## config.mk

```make
export PLATFORM = sky130hd
export DESIGN_NAME = mlp_front
export DESIGN_NICKNAME = d
export VERILOG_FILES = /design/src/mlp_pkg.sv /design/src/mlp_front.sv
export SDC_FILE = /design/constraint.sdc
export NUM_CORES = 1
export LEC_CHECK = 0
export BUFFER_PORTS_ARGS = -buffer_cell sky130_fd_sc_hd__buf_2
export CAP_MARGIN = 40
export CORE_UTILIZATION = 57
export DETAILED_ROUTE_END_ITERATION = 10
export PLACE_DENSITY = 0.79
export SYNTH_ARGS = -nofsm -noshare
export SYNTH_HDL_FRONTEND = slang
export SYNTH_SLANG_ARGS = --single-unit
```

## constraint.sdc

```tcl
create_clock -name clk_i -period 2.95 [get_ports clk_i]
set_input_delay 0.295 -clock clk_i [delete_from_list [all_inputs] [get_ports clk_i]]
set_output_delay 0.295 -clock clk_i [all_outputs]
set_load 0.03 [all_outputs]
```

## src/mlp_pkg.sv

```systemverilog
// Package: sizes, store layout, command and job types, sigmoid table.
`default_nettype none
package mlp_pkg;
  localparam int Inputs = 32;
  localparam int Hidden = 16;
  localparam int Classes = 12;
  localparam int OffW1 = 0;
  localparam int OffB1 = OffW1 + Inputs * Hidden;
  localparam int OffW2 = OffB1 + Hidden;
  localparam int OffB2 = OffW2 + Hidden * Hidden;
  localparam int OffW3 = OffB2 + Hidden;
  localparam int OffB3 = OffW3 + Classes * Hidden;
  localparam int StoreDepth = OffB3 + Classes;
  localparam int AddrW = 10;
  localparam int FeatIdxW = 5;
  localparam int ActW = 9;
  localparam int ClassW = 4;
  localparam int AccW = 48;

  typedef enum logic {
    FUNC_PARAM = 1'b0,
    FUNC_FEATURE = 1'b1
  } func_e;

  // queued job from the front end to the compute engine
  typedef struct packed {
    func_e func;
    logic [AddrW-1:0] addr;
    logic [15:0] value;
    logic [FeatIdxW-1:0] fidx;
    logic [ActW-1:0] fval;
  } job_t;

  typedef enum logic [2:0] {
    ST_IDLE,
    ST_MAC,
    ST_BIAS,
    ST_ACT,
    ST_EMIT
  } eng_state_e;

  function automatic logic [ActW-1:0] sig_lut(input logic [7:0] k);
    int unsigned x;
    int unsigned r;
    logic [ActW-1:0] v;
    x = (k >= 8'd128) ? 32'(k) - 32'd128 : 32'd128 - 32'(k);
    // positive half, rounded 256*sigmoid(x/16)
    unique case (x)
      0: r = 128; 1: r = 132; 2: r = 136; 3: r = 140; 4: r = 144; 5: r = 148;
      6: r = 152; 7: r = 156; 8: r = 159; 9: r = 163; 10: r = 167; 11: r = 170;
      12: r = 174; 13: r = 177; 14: r = 181; 15: r = 184; 16: r = 187;
      17: r = 190; 18: r = 193; 19: r = 196; 20: r = 199; 21: r = 202;
      22: r = 204; 23: r = 207; 24: r = 209; 25: r = 212; 26: r = 214;
      27: r = 216; 28: r = 218; 29: r = 220; 30: r = 222; 31: r = 224;
      32: r = 225; 33: r = 227; 34: r = 229; 35: r = 230; 36: r = 232;
      37: r = 233; 38: r = 234; 39: r = 235; 40: r = 237; 41: r = 238;
      42: r = 239; 43: r = 240; 44: r = 241; 45: r = 241; 46: r = 242;
      47: r = 243; 48: r = 244; 49: r = 245; 50: r = 245; 51: r = 246;
      52: r = 246; 53: r = 247; 54: r = 248; 55: r = 248; 56: r = 248;
      57: r = 249; 58: r = 249; 59: r = 250; 60: r = 250; 61: r = 250;
      62: r = 251; 63: r = 251; 64: r = 251;
      // flat tail: the value only steps at a few points
      default: begin
        if (x >= 32'd100) r = 256;
        else if (x >= 32'd83) r = 255;
        else if (x >= 32'd74) r = 254;
        else if (x >= 32'd69) r = 253;
        else r = 252;
      end
    endcase
    if (k >= 8'd128) v = ActW'(r);
    else v = ActW'(32'd256 - r);
    return v;
  endfunction
endpackage
`default_nettype wire

```

## src/mlp_front.sv

```systemverilog
// Front end: accepts stream beats, drops out-of-range ones, queues jobs.
`default_nettype none
module mlp_front import mlp_pkg::*; (
  input  wire logic clk_i,
  input  wire logic rst_ni,
  input  wire logic in_valid_i,
  output logic      in_ready_o,
  input  wire job_t in_job_i,
  output logic      q_valid_o,
  input  wire logic q_ready_i,
  output job_t      q_job_o
);
  localparam int Depth = 4;
  job_t mem_q [Depth];
  logic [1:0] wr_q, wr_d, rd_q, rd_d;
  logic [2:0] cnt_q, cnt_d;
  logic keep, push, pop;

  always_comb begin
    keep = (in_job_i.func == FUNC_PARAM) ? (32'(in_job_i.addr) < StoreDepth)
                                         : (32'(in_job_i.fidx) < Inputs);
  end
  assign in_ready_o = (cnt_q != 3'(Depth));
  assign push = in_valid_i && in_ready_o && keep;
  assign q_valid_o = (cnt_q != 3'd0);
  assign pop = q_valid_o && q_ready_i;
  assign q_job_o = mem_q[rd_q];
  assign wr_d = push ? wr_q + 2'd1 : wr_q;
  assign rd_d = pop ? rd_q + 2'd1 : rd_q;
  assign cnt_d = cnt_q + 3'(push) - 3'(pop);

  always_ff @(posedge clk_i or negedge rst_ni) begin
    if (!rst_ni) begin
      wr_q <= '0; rd_q <= '0; cnt_q <= '0;
    end else begin
      wr_q <= wr_d; rd_q <= rd_d; cnt_q <= cnt_d;
    end
  end
  always_ff @(posedge clk_i) begin
    if (push) mem_q[wr_q] <= in_job_i;
  end
endmodule
`default_nettype wire

```

==> impl_metrics.py, run 1 <==
metrics = {
    "setup_path": {
        "cp.arrival_ns": 2.90,
        "critPathSlowestCell": "or3b_1",
        "criticalPathCategory": "reg -> reg",
        "critical_path.cell_chain": "or3b_1, o311a_4, inv_1, ha_1, inv_1, ha_1, inv_1, fa_1, xnor2_1, xnor2_1",
        "end_kind": "flip-flop",
        "cp_common_cell": "inv_1",
        "required_ns": 3.39,
        "r2r-start": "cnt_q[1]",
        "critPathLaunchType": "flip-flop",
        "crit_fanout": 7,
        "crit_buf_inv": 3,
        "max_stage_delay_ns": 0.46,
        "crit_family": "adder cells",
        "startpoint": "cnt_q[1]",
    },
    "logic_synthesis": {
        "netlist.area_leader.share_pct": 77.6,
        "synth_commonest_cells": "edfxtp_1 (164), mux4_2 (41), dfrtp_1 (7)",
        "synth_area_leaders": "edfxtp_1 (78%), mux4_2 (15%), dfrtp_1 (2.8%), ha_1 (1.2%), xnor2_1 (0.55%)",
        "synth_ff_type": "edfxtp_1",
        "synth_edf_count": 164,
        "ys_seq_area_share_pct": 80.3,
        "synth_cell_types": 20,
        "yosys.area.top_type": "edfxtp_1",
        "ys_warn_count": 0,
        "synth_nets": 305,
        "synth.most_common_cell": "edfxtp_1",
        "syn-mean-instance-area_sq_um": 25.1,
        "async_reset_ff_share_pct": 4.09,
        "netlist_instances": 253,
        "synth_area_sq_um": 6350,
        "ys_seq_elements": 171,
    },
    "timing": {
        "fmax_ghz": 0.406,
        "tightest_slew_ns": 0.513,
        "period_needed_ns": 2.46,
        "finalHoldViolCount": 0,
        "setup_viol_count_final": 0,
        "slew-limit-headroom_pct": 65.8,
        "holdWs_ns": 0.127,
        "period_share_pct": 83.5,
        "skew_ns": 0.0108,
        "slew_violations": 0,
        "rsz0062_at_grt": "false",
        "setup_tns_ns": 0,
    },
    "clocking": {
        "clkTransAtPathRegs_ns": 0.06,
        "cts_htree_levels": 4,
        "clk_latency_ns": 0.52,
        "cts_buffers": 17,
        "cts_tree": "built",
        "clockBufferDepth": 2,
        "clock_sinks": 171,
        "post_cts_resized": 0,
        "clockRootBuffer": "clkbuf_8",
    },
    "global_route": {
        "track_usage_pct": 21.8,
        "overflow": 0,
        "grt_max_degree": 37,
        "antenna_found_initial": 0,
        "grt_first_pass_wirelength_um": 17600,
        "grt_pass1_vias": 3310,
    },
    "power_and_ir_drop": {
        "vdd_ir_drop_max_mv": 0.570,
        "cellLeakagePower_nw": 2.81,
        "power_density_nw_per_um2": 1040,
    },
    "placed_design": {
        "gp_congestion": 0.762,
        "portBuffers": 87,
        "hpwl_um": 6670,
    },
    "floorplan": {
        "dieWidth_um": 108,
        "dieArea_sq_um": 11600,
        "die_h_um": 108,
        "start_util_pct": 58.6,
        "coreArea_sq_um": 10800,
        "fp-row-count": 38,
        "io_pins": 88,
    },
    "cells_and_area": {
        "fin_nets": 452,
        "num_antenna_cells": 0,
        "num-fill-cells": 642,
        "drive_above_1_share_pct": 41.9,
        "area_growth_pct": 25.9,
    },
    "route": {
        "avgRoutedWirePerCell_um": 20.4,
        "drcViolationCount": 0,
        "via_per_inst": 5.47,
        "firstDrtPassIters": 4,
        "dr.first_iter.drc_count": 154,
        "vias": 3027,
        "totalWireLength_um": 11300,
        "drtAntennaViolNets": 0,
    },
    "worst_hold_path": {
        "min_path_type": "in -> async",
    },
    "outcome": {
        "status": "completed",
    },
    "flow_run": {
        "max-cap-violations": 0,
    },
}
## cell usage in the layout, fill, tap and decap left out, types with 3 or more instances in the layout
cell | Yosys | layout
ha_1 | 6 | 6
edfxtp_1 | 164 | 164
and2_2 | 4 | 4
clkbuf_8 | 0 | 3
buf_2 | 6 | 87
xnor2_1 | 4 | 4
inv_1 | 6 | 6
buf_4 | 1 | 6
mux4_2 | 41 | 41
clkbuf_1 | 3 | 6
buf_12 | 0 | 3
dlygate4sd3_1 | 0 | 42
dfrtp_1 | 7 | 5
clkbuf_16 | 0 | 16
clkinvlp_4 | 0 | 3
## per-layer routing
metal / share of wire [%] / vias to the layer above / GRT usage, %
met2: 53 / 107 / 35.9
li1: - / 1363 / -
met4: 0.58 / 0 / 7.24
met1: 40 / 1547 / 27.6
met3: 5.9 / 10 / 7.14
met5: 0 / - / 0
## path summary, 6_finish.rpt
path | to | slack [ns] | cells past startpoint
worst min-delay path | cnt_q[1] | 0.13 | 2
worst max register to register | cnt_q[2] | 0.49 | 10
worst min register to register | wr_q[1] | 0.58 | 1
min in group clk_i | rd_q[0] | 0.16 | 3
max in group asynchronous | rd_q[1] | 2.65 | 2
worst max-delay path | cnt_q[2] | 0.49 | 10
## flip-flops by register name, summed over array words and instances, names as in the netlist
register  count
cnt_q         3
wr_q          2
mem_q       164
rd_q          2
## timing repair
item                                   CTS  global route
buffers inserted                         0             0
hold buffers                            41             1
endpoints found under the hold margin  167             4
## logic make-up (layout without fill, tap and decap cells)
| logic type | Yosys count | in the layout | synth area share, % |
|---|---|---|---|
| muxes | 42 | 42 | 14.8 |
| AOI/OAI and AO/OA | 3 | 3 | 0.572 |
| DFF | 171 | 171 | 80.3 |
| and+or+nand+nor | 9 | 9 | 0.986 |
| xor gates and xnor gates | 5 | 5 | 0.690 |
| adders and majority gates | 7 | 7 | 1.50 |
| buffers and inverters | 16 | 176 | 1.12 |
## per-stage QoR
| stage | utilization, % | instance area [sq um] | cells | power, mW | setup slack [ns] |
|---|---|---|---|---|---|
| 2_1_floorplan | - | 6350 | 253 | 5.46 | 0.537 |
| 3_5_place_dp | 64.7 | 7020 | 479 | 6.30 | 0.571 |
| 4_1_cts | 73.6 | 7980 | 552 | 8.41 | 0.548 |
| 5_1_grt | 73.7 | 7990 | 553 | 8.68 | 0.404 |
| 3_3_place_gp | 64.7 | 7020 | 479 | 6.21 | 0.696 |
| 6_report | 73.7 | 7990 | 553 | 8.31 | 0.487 |
## report_power, final
group          internal, mW  switching, mW
Clock                  1.25          0.821
Sequential             3.22          0.160
Combinational          1.10           1.76
Total                  5.57           2.74
## final cells by class
class	count	area (sq um)	share of cell area [%]
inverters	6	22.5	0.282
multi-input cells	66	1180	14.7
clock buffers	25	464	5.81
repair buffers	138	961	12.0
flip-flops and latches	171	5100	63.8
clock inverters	7	92.6	1.16
well taps	140	175	2.19
Note: power is estimated with default switching activity, not from simulation.
==> inputs of run 2 (changes only) <==
ABC_AREA = 1   (was not set)
CORE_UTILIZATION = 51   (was 57)
PLACE_DENSITY = 0.75   (was 0.79)
clock period = 2 ns   (was 2.95 ns; I/O delays follow)
==> impl_metrics.py, run 2 <==
metrics = {
    "timing": {
        "finalHoldViolCount": 0,
        "slew_violations": 0,
        "rsz0062_at_grt": "true",
        "skew_ns": 0.0112,
        "setup_tns_ns": 0,
        "period_share_pct": 98.6,
        "setup_ws_ns": 0.0283,
        "tightest_slew_ns": 0.257,
        "period_needed_ns": 1.97,
        "fmax_ghz": 0.507,
        "slew-limit-headroom_pct": 82.8,
        "setup_viol_count_final": 0,
    },
    "floorplan": {
        "io_pins": 88,
        "die_h_um": 115,
        "dieWidth_um": 115,
        "fp-row-count": 40,
        "coreArea_sq_um": 12300,
        "dieArea_sq_um": 13300,
        "start_util_pct": 53.3,
    },
    "cells_and_area": {
        "mostFrequentLayoutCell": "edfxtp_1",
        "drive_above_1_share_pct": 25.1,
        "top_register": "mem_q",
        "area_growth_pct": 25.0,
        "fin_nets": 625,
        "most-common-layout-cells": "edfxtp_1 (164), buf_2 (84), nor2_1 (83)",
        "num-fill-cells": 849,
        "largest_reg_flops": 164,
        "reg.largest.list": "mem_q (164), cnt_q (3)",
        "register_area_sq_um": 5100,
        "final_util_pct": 66.6,
        "multi_input_area_sq_um": 1260,
        "num_antenna_cells": 0,
    },
    "clocking": {
        "cts_buffers": 17,
        "cts_htree_levels": 4,
        "clk_latency_ns": 0.42,
        "clock_sinks": 171,
        "clkTransAtPathRegs_ns": 0.06,
        "clockBufferDepth": 2,
        "cts_tree": "built",
        "clockRootBuffer": "clkbuf_16",
    },
    "logic_synthesis": {
        "synth_commonest_cells": "edfxtp_1 (164), nor2_1 (88), o21ai_0 (62), o22ai_1 (41), o21ai_1 (21)",
        "ys_warn_count": 0,
        "syn-mean-instance-area_sq_um": 14.4,
        "synth_cell_types": 19,
        "ys_seq_area_share_pct": 78.1,
        "synth.most_common_cell": "edfxtp_1",
        "synth_area_sq_um": 6530,
        "yosys.area.top_type": "edfxtp_1",
        "ys_seq_elements": 171,
        "netlist.area_leader.share_pct": 75.4,
        "async_reset_ff_share_pct": 4.09,
        "synth_edf_count": 164,
        "synth_nets": 506,
        "synth_area_leaders": "edfxtp_1 (75%), nor2_1 (5.1%), o21ai_0 (4.8%), o22ai_1 (3.9%), dfrtp_1 (2.7%)",
        "synth_ff_type": "edfxtp_1",
        "netlist_instances": 454,
    },
    "setup_path": {
        "crit_family": "buffers and inverters",
        "ff2ff_setup_slack_ns": 0.10,
        "crit_fanout": 19,
        "r2r-end": "cnt_q[2]",
        "criticalPathCategory": "reg -> out",
        "crit_buf_inv": 3,
        "required_ns": 1.80,
        "end_kind": "primary output",
        "critical_path.cell_chain": "inv_8, buf_16, o21ai_0, o22ai_1, buf_2",
        "critPathSlowestCell": "dfrtp_2",
        "critPathLaunchType": "flip-flop",
        "cp.arrival_ns": 1.77,
        "reg2reg_depth": 10,
        "r2r-start": "cnt_q[0]",
        "max_stage_delay_ns": 0.49,
    },
    "outcome": {
        "status": "completed",
    },
    "global_route": {
        "antenna_found_initial": 0,
        "track_usage_pct": 21.2,
        "overflow": 0,
        "grt_first_pass_wirelength_um": 20500,
        "grt_pass1_vias": 4083,
        "grt_max_degree": 84,
    },
    "placed_design": {
        "hpwl_um": 7470,
        "dp_slack_ns": 0.0263,
        "gp_congestion": 0.761,
        "portBuffers": 87,
    },
    "worst_hold_path": {
        "hold-path-endpoint": "mem_q[0][3]",
        "hold_path_startpoint": "in_job_i[3]",
        "whs_path_depth": 1,
        "min_path_type": "in -> reg",
    },
    "route": {
        "drcViolationCount": 0,
        "dr.first_iter.drc_count": 324,
        "via_per_inst": 5.50,
        "vias": 4139,
        "firstDrtPassIters": 4,
        "avgRoutedWirePerCell_um": 18.8,
        "totalWireLength_um": 14200,
        "drtAntennaViolNets": 0,
    },
    "power_and_ir_drop": {
        "cellLeakagePower_nw": 2.94,
        "power_density_nw_per_um2": 1680,
        "vdd_ir_drop_max_mv": 0.847,
    },
    "flow_run": {
        "max-cap-violations": 0,
    },
}
## run 2: kinds of logic after synthesis
kind of cell / synth area share (%)
AO/OA/AOI/OAI: 10.4
XOR/XNOR: 0.402
adder cells (fa/ha/maj): 1.46
buffers and inverters: 3.47
flip-flops: 78.1
AND/OR/NAND/NOR: 6.17
## run 2: layer usage
layer / track usage [%] / vias to the layer above / share of wire (%)
li1: - / 1927 / -
met1: 27.3 / 2054 / 41
met2: 35.0 / 143 / 52
met3: 4.85 / 15 / 6.3
met4: 8.57 / 0 / 1.1
met5: 0 / - / 0
## run 2: layout make-up
| class | instances | share of cell area (%) |
|---|---|---|
| Sequential cell | 171 | 62.5 |
| Multi-Input combinational cell | 241 | 15.4 |
| Timing Repair Buffer | 126 | 11.7 |
| Clock buffer | 22 | 5.44 |
| Tap cell | 168 | 2.57 |
| Clock inverter | 9 | 1.50 |
| Inverter | 16 | 0.874 |
## run 2: stage by stage
| stage | std cells | hold WS (ns) | cell area (sq um) | power (mW) |
|---|---|---|---|---|
| after floorplan | 454 | -0.0956 | 6550 | 8.54 |
| after global placement | 699 | 0.0432 | 7270 | 10.0 |
| after detailed placement | 699 | 0.0485 | 7270 | 10.1 |
| after CTS | 746 | 0.000119 | 8010 | 13.3 |
| after global routing | 753 | 0.000228 | 8160 | 14.4 |
| final | 753 | 0.00677 | 8160 | 13.7 |
## run 2: timing repair
item / in CTS / in global routing
hold buffers: 16 / 0
resized for setup: 5 / 12
setup buffers: 0 / 4
endpoints found under the setup margin: 30 / 28
cloned: 0 / 3
pin swaps: 0 / 2
endpoints found under the hold margin: 65 / 0
## run 2: how the worst max path moves through the flow
stage                     startpoint     endpoint  slack [ns]  cells past startpoint
after floorplan             cnt_q[1]  mem_q[0][0]       -0.34                      4
after global placement      cnt_q[2]     cnt_q[1]        0.11                      8
after detailed placement    cnt_q[2]     cnt_q[2]        0.03                      8
after CTS                    rd_q[0]   q_job_o[2]      -0.003                      5
after global routing         rd_q[0]   q_job_o[2]       -0.08                      5
final                        rd_q[0]  q_job_o[35]        0.03                      5
## run 2: power by group
part | switching, mW | internal [mW] | total (mW) | leakage, nW
Clock | 1.22 | 1.94 | 3.16 | 0.269
Combinational | 3.82 | 1.80 | 5.62 | 1.09
Sequential | 0.247 | 4.72 | 4.97 | 1.58
